--- config.mk ---
export PLATFORM = sky130hd
export DESIGN_NAME = uvs_cordic
export DESIGN_NICKNAME = d
export VERILOG_FILES = /design/src/rtl/uvs_pkg.sv /design/src/rtl/uvs_cordic.sv
export SDC_FILE = /design/constraint.sdc
export NUM_CORES = 2
export LEC_CHECK = 0
export BUFFER_PORTS_ARGS = -buffer_cell sky130_fd_sc_hd__buf_2
export CORE_UTILIZATION = 55
export CTS_CLUSTER_SIZE = 10
export DETAILED_ROUTE_END_ITERATION = 6
export PLACE_DENSITY = 0.81
export SLEW_MARGIN = 30
export SYNTH_ARGS = -nofsm -noshare
export SYNTH_HDL_FRONTEND = slang
export SYNTH_SLANG_ARGS = --single-unit
export TNS_END_PERCENT = 10
--- constraint.sdc ---
create_clock -name i_clk -period 6.6 [get_ports i_clk]
set_clock_uncertainty 0.15 [all_clocks]
set_input_delay 0.99 -clock i_clk [delete_from_list [all_inputs] [get_ports i_clk]]
set_output_delay 0.99 -clock i_clk [all_outputs]
set_load 0.02 [all_outputs]
--- src/rtl/uvs_pkg.sv ---
// uvs_pkg: shared constants, types and helper functions for the uv sphere generator
// no dependencies; imported by uvs_cordic and uv_sphere_mesh_generator
package uvs_pkg;

    localparam int IDX_W        = 17;
    localparam int COORD_W      = 17;
    localparam int PH_W         = 32;
    localparam int ATAN_ENTRIES = 24;

    localparam logic KIND_VERTEX   = 1'b0;
    localparam logic KIND_TRIANGLE = 1'b1;

    localparam logic [1:0] REG_STACKS = 2'd0;
    localparam logic [1:0] REG_SLICES = 2'd1;
    localparam logic [1:0] REG_RADIUS = 2'd2;

    localparam logic [8:0]  RST_STACKS = 9'd16;
    localparam logic [8:0]  RST_SLICES = 9'd16;
    localparam logic [15:0] RST_RADIUS = 16'd256;

    localparam logic signed [31:0] CORDIC_X0 = 32'sh26DD_3B6A;
    localparam logic signed [31:0] Q30_ONE   = 32'sh4000_0000;

    typedef enum logic [1:0] {
        QD_FIRST,
        QD_SECOND,
        QD_THIRD,
        QD_FOURTH
    } t_quad;

    typedef enum logic [1:0] {
        RG_BODY,
        RG_NORTH,
        RG_SOUTH
    } t_region;

    // word entering the index divider
    typedef struct packed {
        logic             valid;
        logic             kind;
        logic [IDX_W-1:0] k;
    } t_sb0;

    // word after the index divider
    typedef struct packed {
        logic             valid;
        logic             kind;
        logic             oor;
        logic             pole_s;
        logic             pole_n;
        t_region          region;
        logic             odd;
        logic [IDX_W-1:0] in;
        logic [IDX_W-1:0] j;
        logic [IDX_W-1:0] ci;
    } t_tri1;

    // word travelling alongside the trig path
    typedef struct packed {
        logic             valid;
        logic             kind;
        logic             oor;
        logic             pole_s;
        logic             pole_n;
        logic [IDX_W-1:0] a;
        logic [IDX_W-1:0] b;
        logic [IDX_W-1:0] c;
    } t_sb;

    // arctangent of 2^-i in phase units (2^32 per turn)
    function automatic logic [31:0] atan_phase(input int idx);
        logic [31:0] v;
        case (idx)
            0:       v = 32'h2000_0000;
            1:       v = 32'h12E4_051E;
            2:       v = 32'h09FB_385B;
            3:       v = 32'h0511_11D4;
            4:       v = 32'h028B_0D43;
            5:       v = 32'h0145_D7E1;
            6:       v = 32'h00A2_F61E;
            7:       v = 32'h0051_7C55;
            8:       v = 32'h0028_BE53;
            9:       v = 32'h0014_5F2F;
            10:      v = 32'h000A_2F98;
            11:      v = 32'h0005_17CC;
            12:      v = 32'h0002_8BE6;
            13:      v = 32'h0001_45F3;
            14:      v = 32'h0000_A2FA;
            15:      v = 32'h0000_517D;
            16:      v = 32'h0000_28BE;
            17:      v = 32'h0000_145F;
            18:      v = 32'h0000_0A30;
            19:      v = 32'h0000_0518;
            20:      v = 32'h0000_028C;
            21:      v = 32'h0000_0146;
            22:      v = 32'h0000_00A3;
            23:      v = 32'h0000_0051;
            default: v = 32'h0000_0000;
        endcase
        return v;
    endfunction

    function automatic logic signed [31:0] clamp_unit(input logic signed [31:0] v);
        logic signed [31:0] r;
        if (v > Q30_ONE) begin
            r = Q30_ONE;
        end else if (v < -Q30_ONE) begin
            r = -Q30_ONE;
        end else begin
            r = v;
        end
        return r;
    endfunction

    function automatic logic [30:0] mag_q30(input logic signed [31:0] v);
        logic [31:0] neg;
        neg = 32'(-v);
        return v[31] ? neg[30:0] : v[30:0];
    endfunction

    function automatic logic [COORD_W-1:0] to_field(input logic [COORD_W-1:0] m,
                                                    input logic neg);
        return neg ? COORD_W'(-m) : m;
    endfunction

endpackage

--- src/rtl/uvs_cordic.sv ---
// uvs_cordic: pipelined rotation-mode cordic giving sin and cos of a 32-bit phase in q2.30
// depends on uvs_pkg for the arctangent table, clamp and quadrant type
module uvs_cordic #(
    parameter int NSTG = 18
) (
    input  logic                      i_clk,
    input  logic                      i_en,
    input  logic [uvs_pkg::PH_W-1:0]  i_phase,
    output logic signed [31:0]        o_sin,
    output logic signed [31:0]        o_cos
);

    import uvs_pkg::*;

    logic signed [31:0] r_x [NSTG];
    logic signed [31:0] r_y [NSTG];
    logic signed [31:0] r_z [NSTG];
    logic [1:0]         r_q [NSTG];
    logic signed [31:0] r_sin;
    logic signed [31:0] r_cos;
    logic signed [31:0] n_sin;
    logic signed [31:0] n_cos;
    logic signed [31:0] w_cx;
    logic signed [31:0] w_cy;

    for (genvar g = 0; g < NSTG; g++) begin : g_stg
        logic signed [31:0] w_x;
        logic signed [31:0] w_y;
        logic signed [31:0] w_z;
        logic [1:0]         w_q;
        logic signed [31:0] w_at;
        logic signed [31:0] n_x;
        logic signed [31:0] n_y;
        logic signed [31:0] n_z;

        if (g == 0) begin : g_first
            assign w_x = CORDIC_X0;
            assign w_y = '0;
            assign w_z = $signed({2'b00, i_phase[PH_W-3:0]});
            assign w_q = i_phase[PH_W-1:PH_W-2];
        end else begin : g_next
            assign w_x = r_x[g-1];
            assign w_y = r_y[g-1];
            assign w_z = r_z[g-1];
            assign w_q = r_q[g-1];
        end

        assign w_at = $signed(atan_phase(g));
        assign n_x  = w_z[31] ? (w_x + (w_y >>> g)) : (w_x - (w_y >>> g));
        assign n_y  = w_z[31] ? (w_y - (w_x >>> g)) : (w_y + (w_x >>> g));
        assign n_z  = w_z[31] ? (w_z + w_at) : (w_z - w_at);

        always_ff @(posedge i_clk) begin
            if (i_en) begin
                r_x[g] <= n_x;
                r_y[g] <= n_y;
                r_z[g] <= n_z;
                r_q[g] <= w_q;
            end
        end
    end

    // clamp to the unit range, then rotate into the quadrant
    always_comb begin
        w_cx = clamp_unit(r_x[NSTG-1]);
        w_cy = clamp_unit(r_y[NSTG-1]);
        case (t_quad'(r_q[NSTG-1]))
            QD_FIRST: begin
                n_cos = w_cx;
                n_sin = w_cy;
            end
            QD_SECOND: begin
                n_cos = -w_cy;
                n_sin = w_cx;
            end
            QD_THIRD: begin
                n_cos = -w_cx;
                n_sin = -w_cy;
            end
            default: begin
                n_cos = w_cy;
                n_sin = -w_cx;
            end
        endcase
    end

    always_ff @(posedge i_clk) begin
        if (i_en) begin
            r_sin <= n_sin;
            r_cos <= n_cos;
        end
    end

    assign o_sin = r_sin;
    assign o_cos = r_cos;

endmodule

# Word level (Yosys, flattened, before mapping)

Memory sizes are Yosys's and may differ from the RTL's.
Cells that the tools add are included.

Register bits: 64
RAM bits: 1,764
Bits of input ports: 34
Output and inout bits: 64
Logic and storage cells: 177
Memories: 4

Memories:

| name | depth | width | rd ports | clocked after Yosys merged registers in | wr ports | line             | RTL |
|---|---|---|---|---|---|---|---|
| r_x  | 18    | 32    | 18       | 0                                       | 18       | uvs_cordic.sv:15 | `logic signed [31:0] r_x [NSTG];` |
| r_y  | 18    | 32    | 18       | 0                                       | 18       | uvs_cordic.sv:16 | `logic signed [31:0] r_y [NSTG];` |
| r_z  | 18    | 32    | 17       | 0                                       | 18       | uvs_cordic.sv:17 | `logic signed [31:0] r_z [NSTG];` |
| r_q  | 18    | 2     | 18       | 0                                       | 18       | uvs_cordic.sv:18 | `logic [1:0] r_q [NSTG];` |

Add/sub/neg operators: 105
Order comparisons: 4
Equal/unequal tests: 2
Mux-type cells: 59
Reductions and logical operators: 1

Operator list:

| kind                                                   | count |
|---|---|
| 2-to-1 mux 32 bit                                      | 55 |
| case mux 32 bit (3 select lines)                       | 2 |
| adder 32 x 15 -> 32 bit                                | 2 |
| adder 32 x 16 -> 32 bit                                | 2 |
| adder 32 x 17 -> 32 bit                                | 2 |
| adder 32 x 18 -> 32 bit                                | 2 |
| adder 32 x 19 -> 32 bit                                | 2 |
| adder 32 x 20 -> 32 bit                                | 2 |
| adder 32 x 21 -> 32 bit                                | 2 |
| adder 32 x 22 -> 32 bit                                | 2 |
| adder 32 x 23 -> 32 bit                                | 2 |
| adder 32 x 24 -> 32 bit                                | 2 |
| adder 32 x 25 -> 32 bit                                | 2 |
| adder 32 x 26 -> 32 bit                                | 2 |
| adder 32 x 27 -> 32 bit                                | 2 |
| adder 32 x 28 -> 32 bit                                | 2 |
| adder 32 x 29 -> 32 bit                                | 2 |
| adder 32 x 30 -> 32 bit                                | 2 |
| adder 32 x 31 -> 32 bit                                | 2 |
| greater-than comparator 32 bit (second input constant) | 2 |
| < comparator 32 x 31 -> 1 bit (second input constant)  | 2 |
| negation 32 bit                                        | 2 |
| subtractor 32 x 15 -> 32 bit                           | 2 |
| subtractor 32 x 16 -> 32 bit                           | 2 |
| other kinds (54)                                       | 70 |

# Logic depth before layout (Yosys ltp)

An unclocked memory read counts as a cell.

Depth in word-level cells: 6
Depth in mapped cells: 21
Gate-level depth less buffers: 21

# Worst setup path before layout

Ideal clock, no wire load.

Path kind: reg2reg
Start point: memory r_z[1][31]
End point: memory r_z[2][31], data pin
Library setup time: 146 ps
Arrival time: 5,060 ps
Data required time: 6,304 ps
Setup slack: 1,244 ps
Stages on the path, launching flop included: 18
Buffers on the path: 4
Period minus slack after synthesis: 5,356 ps
Cell sequence: edfxtp_1 clkbuf_1 clkbuf_1 clkbuf_1 buf_1 inv_1 ha_1 a21o_1 a21o_1 and3_1 nor3_1 nor2_1 a211oi_1 a21oi_1 a41o_1 o41a_1 a311o_1 a21oi_1

RTL lines:

| item        | line |
|---|---|
| from (decl) | uvs_cordic.sv:17 |

==> flow_summary_export.csv <==
group,metric,value,unit
setup_path,worstPathArrival,6150,ps
clock_tree,cts_inserted_buffers,192,
status,violations,"DRC",
clock_tree,clock-sinks,1634,
synth,synth_ff_type,"edfxtp_1",
placement,gp_congestion,0.953,
sta,hold_viol_final,0,
sta,setup_tns,0,ps
clock_tree,clock_latency,870,ps
detailed_routing,ant_nets,0,
placement,portBuffers,97,
sta,fin_crit,5680,ps
setup_path,critPathLaunchType,"flip-flop",
sta,rsz0062_at_grt,"false",
sta,finalCritPeriodShare,86.0,%
synth,syn_inst,13679,
clock_tree,cts_buffer_depth,3,
sta,fmax,0.176,GHz
setup_path,crit_type,"flip-flop to flip-flop",
clock_tree,postCtsSetupBuffers,0,
job,cap_violations,0,
placement,dp_cells,16832,
detailed_routing,viasPerCell,6.07,
sta,drv_slew,0,
clock_tree,clock-root-buffer,"clkbuf_16",
setup_path,reg2reg_slack,920,ps
status,status,"finished, violations left",
synth,synth_area,133000,um2
global_route,grt_pass1_wl,505000,um
sta,worstMarginPinSlew,1080,ps
setup_path,crit_path_end_kind,"flip-flop",
layout,drive_above_1_share,4.19,%
floorplanning,ios,98,
global_route,grt_max_degree,198,
sta,setup_viol,0,
clock_tree,cts_tree,"yes",
hold_path,holdCritPathClass,"input port to flip-flop",
clock_tree,htree_levels,4,
setup_path,cp_max_fo,5,
floorplanning,die_area,244000,um2
placement,hpwl,243000,um
detailed_routing,vias,103840,
synth,yosys_warnings,0,
synth,synth_seq_cells,1634,
floorplanning,rows,180,
detailed_routing,drt-wirelength-per-cell,18.5,um
floorplanning,die_y,494,um
global_route,first_global_vias,97889,
global_route,grt-ovfl-total,0,
layout,stdcell_count,17108,
synth,postSynth.asyncResetShare,0,%
synth,ys_types,91,
detailed_routing,drt_iter0_drc,8492,
detailed_routing,drt_wl_total,316000,um
synth,synth_edf_count,1634,
setup_path,required,7070,ps
floorplanning,die_w,494,um
floorplanning,initial_core_util,55.3,%
sta,max-slew-margin-rel,27.4,%
global_route,grtUsageTotal,25.2,%
detailed_routing,post-route-drc-count,1,
floorplanning,coreArea,241000,um2
clock_tree,cts_resized,0,
synth,seq_area_frac_synth,36.9,%
detailed_routing,firstDrtPassIters,7,
synth,synth_nets,15330,
global_route,grt_antenna_before_repair,5,
clock_tree,cts_hold_buf,0,
synth,syn_avg_cell_area,9.73,um2
layout,nets,15494,
clock_tree,clk_pin_slew,50,ps
layout,area_growth,7.57,%
cell type report:
class / instances / area (um2)
clock inverters: 43 / 647
inverters: 580 / 2180
flip-flops and latches: 1634 / 49100
fillers: 19900 / 97400
repair buffers: 181 / 1270
clock buffers: 228 / 4940
diodes: 3 / 7.51
well taps: 3185 / 3990
multi-input cells: 11254 / 81100
cell usage in the layout (no fill, tap or decap), types with 192 or more instances in the layout:
cell type	netlist	routed
a21o_1	522	522
a21oi_1	1561	1561
clkbuf_16	0	192
ha_1	1573	1573
nor2_1	1120	1120
nand2_1	742	742
xnor2_1	1240	1240
o21a_1	225	225
o21ai_0	728	728
edfxtp_1	1634	1634
nor3_1	380	379
xor2_1	659	659
nand3_1	206	206
inv_1	577	577
nand2b_1	226	226
state kept, by name, indices dropped and copies added (netlist names):
name / count
r_q: 36
r_x: 511
o_sin: 32
o_cos: 32
r_y: 513
r_z: 510
critical path: stages, from the launching register on:
cell and delay, ps:
edfxtp_1 460, inv_1 90, ha_1 160, nand2b_1 80, or4_1 460, nor3b_1 660
a21oi_1 160, xor2_1 240, ha_1 310, and4_1 240, a221o_1 320, a32o_1 280
o31ai_2 270, a32oi_1 250, a2111oi_2 400, nor3_1 130, a41o_1 270, o41a_1 320
xor2_1 150
routing by layer:
metal,GRT usage (%),wire [um]
met1,32.9,137000
met2,43.0,149000
met3,3.13,19700
met4,8.87,11100
met5,0,0
Yosys cell counts, types with 61 or more instances:
cell type | n | area [um2]
a211oi_1 | 128 | 961
a21o_1 | 522 | 3920
a21oi_1 | 1561 | 7810
a31oi_1 | 152 | 951
and2_1 | 101 | 632
and3_1 | 89 | 557
clkbuf_1 | 156 | 586
edfxtp_1 | 1634 | 49100
ha_1 | 1573 | 19700
inv_1 | 577 | 2170
nand2_1 | 742 | 2790
nand2b_1 | 226 | 1410
nand3_1 | 206 | 1030
nand4_1 | 80 | 500
nor2_1 | 1120 | 4200
nor2b_1 | 156 | 976
nor3_1 | 380 | 1900
nor4_1 | 96 | 601
o211ai_1 | 61 | 458
o21a_1 | 225 | 1690
o21ai_0 | 728 | 3640
o21bai_1 | 164 | 1230
o31ai_1 | 65 | 488
or3_1 | 91 | 569
xnor2_1 | 1240 | 10900
xor2_1 | 659 | 5770
worst paths after layout:
| check | start | endpoint | cells after the start |
|---|---|---|---|
| min | i_phase[3] | r_z[0][3] | 1 |
| max reg2reg | r_y[12][13] | r_x[13][30] | 18 |
| min reg2reg | r_q[11][0] | r_q[12][0] | 0 |
| max | r_y[12][13] | r_x[13][30] | 18 |
metrics by stage:
stage          setup WS (ps)  util, %  area, um2  hold slack [ps]
3_3_place_gp            1110     57.2     137000              250
3_5_place_dp             999     57.2     137000              255
4_1_cts                  960     59.5     143000             61.2
6_report                 921     59.5     143000              128
5_1_grt                  420     59.5     143000             79.9
2_1_floorplan           1240        -     133000              250
cell families after synthesis:
logic type	synth area share, %
muxes	0.803
AOI/OAI and AO/OA	19.6
buffers and inverters	2.24
and+or+nand+nor	12.6
xor gates and xnor gates	12.5
DFF	36.9
adders and majority gates	15.5
Power is not shown: default switching activity piles up to over one toggle a cycle in this logic, so the estimate is an artifact.
