--- config.mk ---
export PLATFORM = sky130hd
export DESIGN_NAME = uvs_div
export DESIGN_NICKNAME = d
export VERILOG_FILES = /design/src/rtl/uvs_div.sv
export SDC_FILE = /design/constraint.sdc
export NUM_CORES = 1
export LEC_CHECK = 0
export BUFFER_PORTS_ARGS = -buffer_cell sky130_fd_sc_hd__clkbuf_2
export CAP_MARGIN = 20
export CORE_ASPECT_RATIO = 0.75
export CORE_MARGIN = 2
export CORE_UTILIZATION = 60
export DETAILED_ROUTE_END_ITERATION = 8
export GPL_ROUTABILITY_DRIVEN = 0
export MAX_ROUTING_LAYER = met4
export PLACE_DENSITY = 0.77
export SYNTH_ARGS = -nofsm -noshare
export SYNTH_HDL_FRONTEND = slang
export SYNTH_SLANG_ARGS = --single-unit
--- constraint.sdc ---
create_clock -name i_clk -period 4.5 [get_ports i_clk]
set_clock_uncertainty 0.2 [all_clocks]
set_input_delay 0.9 -clock i_clk [delete_from_list [all_inputs] [get_ports i_clk]]
set_output_delay 0.9 -clock i_clk [all_outputs]
set_load 0.005 [all_outputs]
--- src/rtl/uvs_div.sv ---
// uvs_div: pipelined restoring divider, one quotient bit per register stage
// depends on nothing but the clock enable from the caller
module uvs_div #(
    parameter int NSTG = 17,
    parameter int DVW  = 9
) (
    input  logic            i_clk,
    input  logic            i_en,
    input  logic [DVW-1:0]  i_rem,
    input  logic [NSTG-1:0] i_low,
    input  logic [DVW-1:0]  i_dvs,
    output logic [NSTG-1:0] o_quo,
    output logic [DVW-1:0]  o_rem
);

    logic [DVW-1:0]  r_rem [NSTG];
    logic [DVW-1:0]  r_dvs [NSTG];
    logic [NSTG-1:0] r_low [NSTG];
    logic [NSTG-1:0] r_quo [NSTG];

    for (genvar g = 0; g < NSTG; g++) begin : g_stg
        logic [DVW-1:0]  w_rem;
        logic [DVW-1:0]  w_dvs;
        logic [NSTG-1:0] w_low;
        logic [NSTG-1:0] w_quo;
        logic [DVW:0]    w_sh;
        logic            w_ge;
        logic [DVW-1:0]  n_rem;
        logic [NSTG-1:0] n_low;
        logic [NSTG-1:0] n_quo;

        if (g == 0) begin : g_first
            assign w_rem = i_rem;
            assign w_dvs = i_dvs;
            assign w_low = i_low;
            assign w_quo = '0;
        end else begin : g_next
            assign w_rem = r_rem[g-1];
            assign w_dvs = r_dvs[g-1];
            assign w_low = r_low[g-1];
            assign w_quo = r_quo[g-1];
        end

        // shift in the next dividend bit, subtract when it fits
        assign w_sh  = {w_rem, w_low[NSTG-1]};
        assign w_ge  = (w_sh >= {1'b0, w_dvs});
        assign n_rem = w_ge ? DVW'(w_sh - {1'b0, w_dvs}) : w_sh[DVW-1:0];
        assign n_low = {w_low[NSTG-2:0], 1'b0};
        assign n_quo = {w_quo[NSTG-2:0], w_ge};

        always_ff @(posedge i_clk) begin
            if (i_en) begin
                r_rem[g] <= n_rem;
                r_dvs[g] <= w_dvs;
                r_low[g] <= n_low;
                r_quo[g] <= n_quo;
            end
        end
    end

    assign o_quo = r_quo[NSTG-1];
    assign o_rem = r_rem[NSTG-1];

endmodule

* Word level (Yosys, flattened, before mapping)
Memories as Yosys holds them, arrays and structs flattened. Index checks and enable logic that the tools add are counted.
Storage, ports and cells: flip-flop bits (word level) 0, RAM bits 867, output and inout port bits 26, word-level logic and storage cells 57, memories 4
Cells by class: add/subtract/negate cells 17, order comparisons 17, mux-type cells 19
Memories:
- r_quo | depth 17, bits a word 17, read ports 17, clocked after Yosys merged registers in 0, write ports 17, RTL line 19 | logic [NSTG-1:0] r_quo [NSTG];
- r_low | depth 17, bits a word 16, read ports 16, clocked after Yosys merged registers in 0, write ports 17, RTL line 18 | logic [NSTG-1:0] r_low [NSTG];
- r_dvs | depth 17, bits a word 9, read ports 16, clocked after Yosys merged registers in 0, write ports 17, RTL line 17 | logic [DVW-1:0] r_dvs [NSTG];
- r_rem | depth 17, bits a word 9, read ports 17, clocked after Yosys merged registers in 0, write ports 17, RTL line 16 | logic [DVW-1:0] r_rem [NSTG];
Operator list (count):
- $ge A10 B9 Y1 | 17
- $mux W9 | 17
- $sub A9 B9 Y9 | 17
- $mux W1 | 2

* Depth between registers and ports, before layout
Gate-level depths: netlist of run 1. An unclocked memory read counts as a cell.
depth in word-level cells 3, mapped depth 10, mapped depth without buffers 10

* Worst setup path after synthesis of run 1
Ideal clock, no wire load.
path type input port to flip-flop, start input i_low[16], end memory r_rem[0][8] (data pin), library setup time 0.260 ns, arrival time 2.579 ns, required time 4.040 ns, setup slack 1.461 ns, stages on the path 9, path buffers 0, cell sequence inv_1 ha_1 inv_1 fa_1 a21o_1 a221oi_1 o21ai_0 xnor2_1 mux2_2
RTL lines:
- start: declaration | RTL line 10 | input logic [NSTG-1:0] i_low,
- end: declaration | RTL line 16

==> results of run 1 <==
-- where the power goes --
| part | switching [uW] | total [uW] | internal, uW |
|---|---|---|---|
| Combinational | 3230 | 6080 | 2850 |
| Clock | 1940 | 4880 | 2930 |
| Sequential | 533 | 7950 | 7420 |
-- how the worst min path moves through the flow --
stage | from | end | slack (ns) | cells after the start
2_1_floorplan | r_low[0][85]$_DFFE_PP_ | r_low[0][102]$_DFFE_PP_ | 0.20 | 0
3_3_place_gp | r_quo[0][123]$_DFFE_PP_ | r_quo[0][141]$_DFFE_PP_ | 0.20 | 0
3_5_place_dp | r_low[0][29]$_DFFE_PP_ | r_low[0][46]$_DFFE_PP_ | 0.20 | 0
4_1_cts | r_quo[0][259]$_DFFE_PP_ | r_quo[1][5]$_DFFE_PP_ | 0.20 | 0
5_1_grt | r_quo[0][204]$_DFFE_PP_ | r_quo[0][222]$_DFFE_PP_ | 0.21 | 0
6_report | r_quo[0][204]$_DFFE_PP_ | r_quo[0][222]$_DFFE_PP_ | 0.20 | 0
-- stage by stage --
stage | setup WS, ns | total power [uW] | cell area [um2] | hold slack, ns | cells
3_3_place_gp | 1.18 | 13700 | 27800 | 0.201 | 2476
6_report | 1.59 | 18900 | 29700 | 0.201 | 2578
4_1_cts | 1.63 | 19000 | 29700 | 0.201 | 2578
2_1_floorplan | 1.46 | 12600 | 26700 | 0.200 | 1841
5_1_grt | 1.41 | 20000 | 29700 | 0.207 | 2578
3_5_place_dp | 1.15 | 14000 | 27800 | 0.205 | 2476
-- placed cells by master, fill, tap and decap left out, types with 9 or more instances in the layout --
cell / count
sky130_fd_sc_hd__nand3_1: 24
sky130_fd_sc_hd__nor3_1: 36
sky130_fd_sc_hd__and3_1: 15
sky130_fd_sc_hd__xnor2_1: 60
sky130_fd_sc_hd__nor2_1: 75
sky130_fd_sc_hd__a31oi_1: 10
sky130_fd_sc_hd__a21oi_1: 117
sky130_fd_sc_hd__clkbuf_16: 57
sky130_fd_sc_hd__a211o_1: 17
sky130_fd_sc_hd__nor2b_1: 22
sky130_fd_sc_hd__o21a_1: 36
sky130_fd_sc_hd__mux2_2: 87
sky130_fd_sc_hd__clkinv_1: 15
sky130_fd_sc_hd__nand2_1: 42
sky130_fd_sc_hd__o211ai_1: 28
sky130_fd_sc_hd__a21o_1: 30
sky130_fd_sc_hd__mux2_4: 10
sky130_fd_sc_hd__ha_1: 153
sky130_fd_sc_hd__o31ai_1: 18
sky130_fd_sc_hd__o32ai_1: 10
sky130_fd_sc_hd__o21ai_0: 33
sky130_fd_sc_hd__nand4_1: 17
sky130_fd_sc_hd__mux2i_1: 18
sky130_fd_sc_hd__bufinv_16: 11
sky130_fd_sc_hd__xor2_1: 9
sky130_fd_sc_hd__clkbuf_2: 61
sky130_fd_sc_hd__edfxtp_1: 586
sky130_fd_sc_hd__a21boi_0: 31
sky130_fd_sc_hd__inv_1: 226
sky130_fd_sc_hd__fa_1: 17
-- per-layer routing --
layer / global-route usage [%] / wire (um) / part of all wire, %
met1: 30.4 / 21500 / 48
met2: 29.0 / 19600 / 44
met3: 3.21 / 2490 / 5.6
met4: 6.68 / 1110 / 2.5
met5: - / 0 / 0
-- area by class of cell --
type | instances | area, um2
fillers | 2934 | 13900
clock inverters | 40 | 478
multi-input cells | 1008 | 8160
well taps | 578 | 723
inverters | 233 | 875
clock buffers | 62 | 1450
flip-flops and latches | 586 | 17600
repair buffers | 71 | 475
-- flip-flops by register name, indices dropped and copies added (netlist names) --
signal  count
r_dvs     144
r_rem     153
r_low     136
r_quo     153
-- worst max-delay path, stage by stage, from the launching register on --
cell and delay, ns:
sky130_fd_sc_hd__edfxtp_1 0.40, sky130_fd_sc_hd__inv_1 0.07, sky130_fd_sc_hd__ha_1 0.16, sky130_fd_sc_hd__inv_1 0.05, sky130_fd_sc_hd__fa_1 0.39, sky130_fd_sc_hd__a21oi_1 0.30
sky130_fd_sc_hd__o211ai_1 0.16, sky130_fd_sc_hd__and3_1 0.25, sky130_fd_sc_hd__nand2b_1 0.33, sky130_fd_sc_hd__mux2_2 0.35
-- cell families after synthesis --
family / share of synthesized area (%)
xor+xnor: 2.26
fa+ha+maj: 8.44
mux: 4.90
simple gates: 4.94
compound gates: 9.98
flops: 65.9
buf+inv: 3.62
==> reports/qor.txt, run 1 <==
Run status = complete, no violations
Core region area = 0.0437 mm2
Violation count after the first detailed-route iteration = 1230
Residual overflow from global routing = 0
Average wire length per cell after detail routing = 17.4 um
Top area cells in the synthesized netlist = sky130_fd_sc_hd__edfxtp_1 (66%), sky130_fd_sc_hd__ha_1 (7.2%), sky130_fd_sc_hd__mux2_2 (3.7%), sky130_fd_sc_hd__inv_1 (3.2%), sky130_fd_sc_hd__a21oi_1 (2.2%)
Area growth, synth to finish = 11.3%
Max-slew violation total from the final report = 0
Critical R2R Capture = r_rem[0][102]$_DFFE_PP_
Number of maximum-capacitance violations = 0
Pin count of the biggest net entering global routing = 90
Clock Latency Late Sink = 0.61 ns
Number of global-route vias before repair = 14701
Antenna violations before repair = 1
Warning count from the yosys run = 0
Area leader, netlist = sky130_fd_sc_hd__edfxtp_1
Max Buffers Root-to-Sink = 3
Setup TNS = 0 ns
Leading cell types by count after synthesis = sky130_fd_sc_hd__edfxtp_1 (586), sky130_fd_sc_hd__inv_1 (226), sky130_fd_sc_hd__ha_1 (153)
Kind of capture point of the worst setup path = flop
Post-synth EDFFs = 586
Number of vias in the routed layout = 14861
Row count = 66
Clock Pin Slew Worst Setup and Hold Paths = 0.06 ns
Final antenna-violating net count = 0
Post-CTS setup buffer count = 0
Initial standard-cell utilization of the core = 61.2%
Share of layout cells above drive strength 1 = 13.8%
TritonCTS sink count = 586
Worst IR Drop VDD = 0.352 mV
Total standard cell area after synthesis = 0.0267 mm2
Required @ worst endpoint = 4.65 ns
Average footprint of a synthesized cell = 14.5 um2
Asr flop ratio synth = 0%
Critical path capture point = r_rem[0][102]$_DFFE_PP_
R2R Path Start = r_low[0][175]$_DFFE_PP_
Critical path startpoint category = flop
Count of hold-fix buffers inserted at cts = 0
Horizontal die dimension = 248 um
Number of buffers added by the clock tree synthesis step = 55
Number of design rule violations left after detail routing = 0
Final #Nets = 2162
Worst setup path start = r_low[0][175]$_DFFE_PP_
Post-route core utilization = 68.1%
Inserted Diodes = 0
H-Tree Depth = 2
Cell leakage power = 0.0115 uW
Number of failing hold endpoints at the final stage = 0
Net count after synthesis = 2048
Pwr/cell area = 636 mW/mm2
Top flip-flop cell by instance count after synthesis = sky130_fd_sc_hd__edfxtp_1
Tightest Pin Transition = 0.738 ns
Overall fraction of global-route tracks in use = 20.4%
Sequential cell area fraction in the yosys report = 65.9%
HPWL after detailed placement = 30500 um
CTS root buffer = sky130_fd_sc_hd__clkbuf_16
Number of gates given a new drive strength after cts = 0
Setup violators final = 0
DR vias/cell = 5.76
Share of the cycle needed by the critical path after routing = 64.6%
Worst slew margin relative to its limit = 50.8%
Number of port buffers = 62
Tightest Hold Check Type = flop to flop
Setup CP Type = flop to flop
Number of cells traversed by the worst register-to-register path = 9
Clock tree from TritonCTS = built
Distinct cells, synth = 61
Register bit total from synthesis = 586
Gate count after technology mapping = 1841
Number of detailed-routing iterations run before antenna repair = 5
Maximum fanout along the worst path = 9
Critical Path AT = 3.06 ns
Boundary pin count = 63
Wire length of the first global-routing pass = 73500 um
Top achievable clock speed = 344 MHz
Share of the synthesized area in the top cell type = 65.9%
Post-layout minimum cycle time = 2.91 ns
Most repeated cell in the gate-level netlist after synthesis = sky130_fd_sc_hd__edfxtp_1
Vert. Die Dim = 187 um
R2R setup slack = 1.59 ns
Unrepaired setup endpoints after global routing = false
Die Outline Area = 0.0463 mm2
Overall routed net length = 44700 um
(Power assumes the default switching activity.)
==> run 2, diff against run 1 <==
CORE_UTILIZATION = 57   (was 60)
clock period = 2.4 ns   (was 4.5 ns; I/O delays follow)
==> reports/qor.txt, run 2 (synthesis gave the netlist of run 1 again) <==
Run status = finished with violations
Violated checks = setup timing
Average wire length per cell after detail routing = 18.7 um (+7.6%)
Final #Nets = 2486 (+15%)
Number of global-route vias before repair = 16449 (+12%)
Number of port buffers = 62 (unchanged)
Number of failing hold endpoints at the final stage = 0 (unchanged)
Kind of capture point of the worst setup path = flop
Number of maximum-capacitance violations = 0 (unchanged)
Tightest Hold Check Type = input pin to flop
Die Outline Area = 0.0486 mm2 (+5.2%)
Final antenna-violating net count = 0 (unchanged)
Pin count of the biggest net entering global routing = 86 (-4.4%)
Post-layout minimum cycle time = 2.55 ns (-0.356 ns)
Violation count after the first detailed-route iteration = 1494 (+21%)
Pwr/cell area = 1180 mW/mm2 (+86%)
Required @ worst endpoint = 2.53 ns (-2.12 ns)
TritonCTS sink count = 586 (unchanged)
Vert. Die Dim = 192 um (+2.5%)
Non-Filler Instances = 2949 (+14%)
Number of vias in the routed layout = 16853 (+13%)
Cell leakage power = 0.0133 uW (+15%)
Maximum fanout along the worst path = 7 (-2)
Clock tree from TritonCTS = built
Setup CP Type = flop to flop
Max Buffers Root-to-Sink = 3 (unchanged)
Clock Pin Slew Worst Setup and Hold Paths = 0.06 ns (about the same)
Wire length of the first global-routing pass = 84200 um (+15%)
Number of detailed-routing iterations run before antenna repair = 6 (+1)
Setup violators final = 86 (+86)
Tightest Pin Transition = 0.448 ns (-0.290 ns)
Horizontal die dimension = 254 um (+2.6%)
Share of the cycle needed by the critical path after routing = 106% (+42 points)
HPWL after detailed placement = 35100 um (+15%)
Clock Latency Late Sink = 0.60 ns (about the same)
Antenna violations before repair = 1 (unchanged)
Largest registers ranked by flip-flop count = r_quo x153, r_rem x153, r_dvs x144
Overall routed net length = 55000 um (+23%)
Max-slew violation total from the final report = 0 (unchanged)
DR vias/cell = 5.71 (-0.86%)
Critical path startpoint category = flop
Worst IR Drop VDD = 0.595 mV (+69%)
Hold slack final = 0.0271 ns (-0.174 ns)
Overall fraction of global-route tracks in use = 22.5% (+2.0 points)
Critical Path AT = 2.69 ns (-0.37 ns)
H-Tree Depth = 2 (unchanged)
Boundary pin count = 63 (unchanged)
Placed insts = 2748 (+11%)
Area growth, synth to finish = 25.9%
Share of layout cells above drive strength 1 = 33.4% (+20 points)
Number of design rule violations left after detail routing = 0 (unchanged)
Most common cell after layout, fill and taps aside = sky130_fd_sc_hd__edfxtp_1
Leading cell types in the layout, fill and taps excluded = sky130_fd_sc_hd__edfxtp_1 (586), sky130_fd_sc_hd__buf_4 (258), sky130_fd_sc_hd__inv_1 (197)
Row count = 68 (+3.0%)
CTS root buffer = sky130_fd_sc_hd__clkbuf_16
Core region area = 0.0461 mm2 (+5.6%)
Top achievable clock speed = 392 MHz (+14%)
Initial standard-cell utilization of the core = 57.9% (-3.2 points)
Worst setup margin = -0.152 ns (-1.74 ns)
Worst slew margin relative to its limit = 69.4% (+19 points)
Unrepaired setup endpoints after global routing = true
Residual overflow from global routing = 0 (unchanged)
Number of buffers added by the clock tree synthesis step = 55 (unchanged)
==> run 2: cell types whose count changed in the layout (fill, tap and decap cells not counted), sizes merged <==
cell	previous run	this run
a41o	4	7
bufinv	11	4
clkinvlp	4	5
dlygate4sd3	0	24
clkbuf	123	128
clkinv	23	21
diode	0	1
buf	10	307
inv	235	232
==> run 2: worst paths after layout <==
path                                               from                       to  slack, ns  depth (start not counted)
worst max-delay path            r_low[0][127]$_DFFE_PP_   r_rem[0][73]$_DFFE_PP_      -0.15                         10
worst min-delay path                           i_rem[1]    r_rem[0][2]$_DFFE_PP_       0.03                          2
worst max register to register  r_low[0][127]$_DFFE_PP_   r_rem[0][73]$_DFFE_PP_      -0.15                         10
worst min register to register  r_quo[0][178]$_DFFE_PP_  r_quo[0][196]$_DFFE_PP_       0.21                          0
==> run 2: where the power goes <==
part	switching [uW]	internal [uW]	total, uW
clock	3650	4740	8390
combinational	7930	8350	16300
sequential	1120	13900	15000
total	12700	27000	39700
==> run 2: timing repair <==
item	4_1_cts	5_1_grt
endpoints found under the hold margin	24	0
gates cloned	3	1
pin swaps	50	67
setup endpoints to repair	133	159
setup buffers	51	37
hold buffers	24	0
gates resized for setup	94	208
==> run 2: per-layer routing <==
metal	GRT usage (%)	vias to the layer above	share of wire, %
li1	-	7842	-
met1	30.5	8279	43
met2	35.2	597	48
met3	3.50	135	5.9
met4	7.13	0	2.5
met5	-	-	0
==> run 2: worst max-delay path, cell delays in order, from the launching register on <==
cell,delay (ns)
sky130_fd_sc_hd__edfxtp_1,0.40
sky130_fd_sc_hd__inv_1,0.09
sky130_fd_sc_hd__ha_2,0.19
sky130_fd_sc_hd__inv_2,0.04
sky130_fd_sc_hd__fa_2,0.35
sky130_fd_sc_hd__a21oi_2,0.17
sky130_fd_sc_hd__o211ai_1,0.14
sky130_fd_sc_hd__and3_4,0.20
sky130_fd_sc_hd__nor2_4,0.14
sky130_fd_sc_hd__inv_4,0.08
sky130_fd_sc_hd__mux2_2,0.29
==> run 2: cell type report <==
class	instances	area, um2
well taps	630	788
clock buffers	67	1460
diodes	1	2.50
flip-flops and latches	586	17600
fillers	2756	12500
multi-input cells	1011	9480
inverters	233	895
repair buffers	392	3160
clock inverters	29	248
==> run 2: per-stage QoR <==
stage                     power (uW)  area [um2]  util, %  TNS (ns)  setup slack, ns
after global placement         27400       29800     64.6    -11.68           -0.324
after CTS                      37600       32500     70.4     -4.70           -0.119
after global routing           41700       33600     72.9    -15.00           -0.261
final                          39700       33600     72.9     -7.20           -0.152
after floorplan                23700       26900        -    -0.456          -0.0469
after detailed placement       28000       29800     64.6    -18.67           -0.363
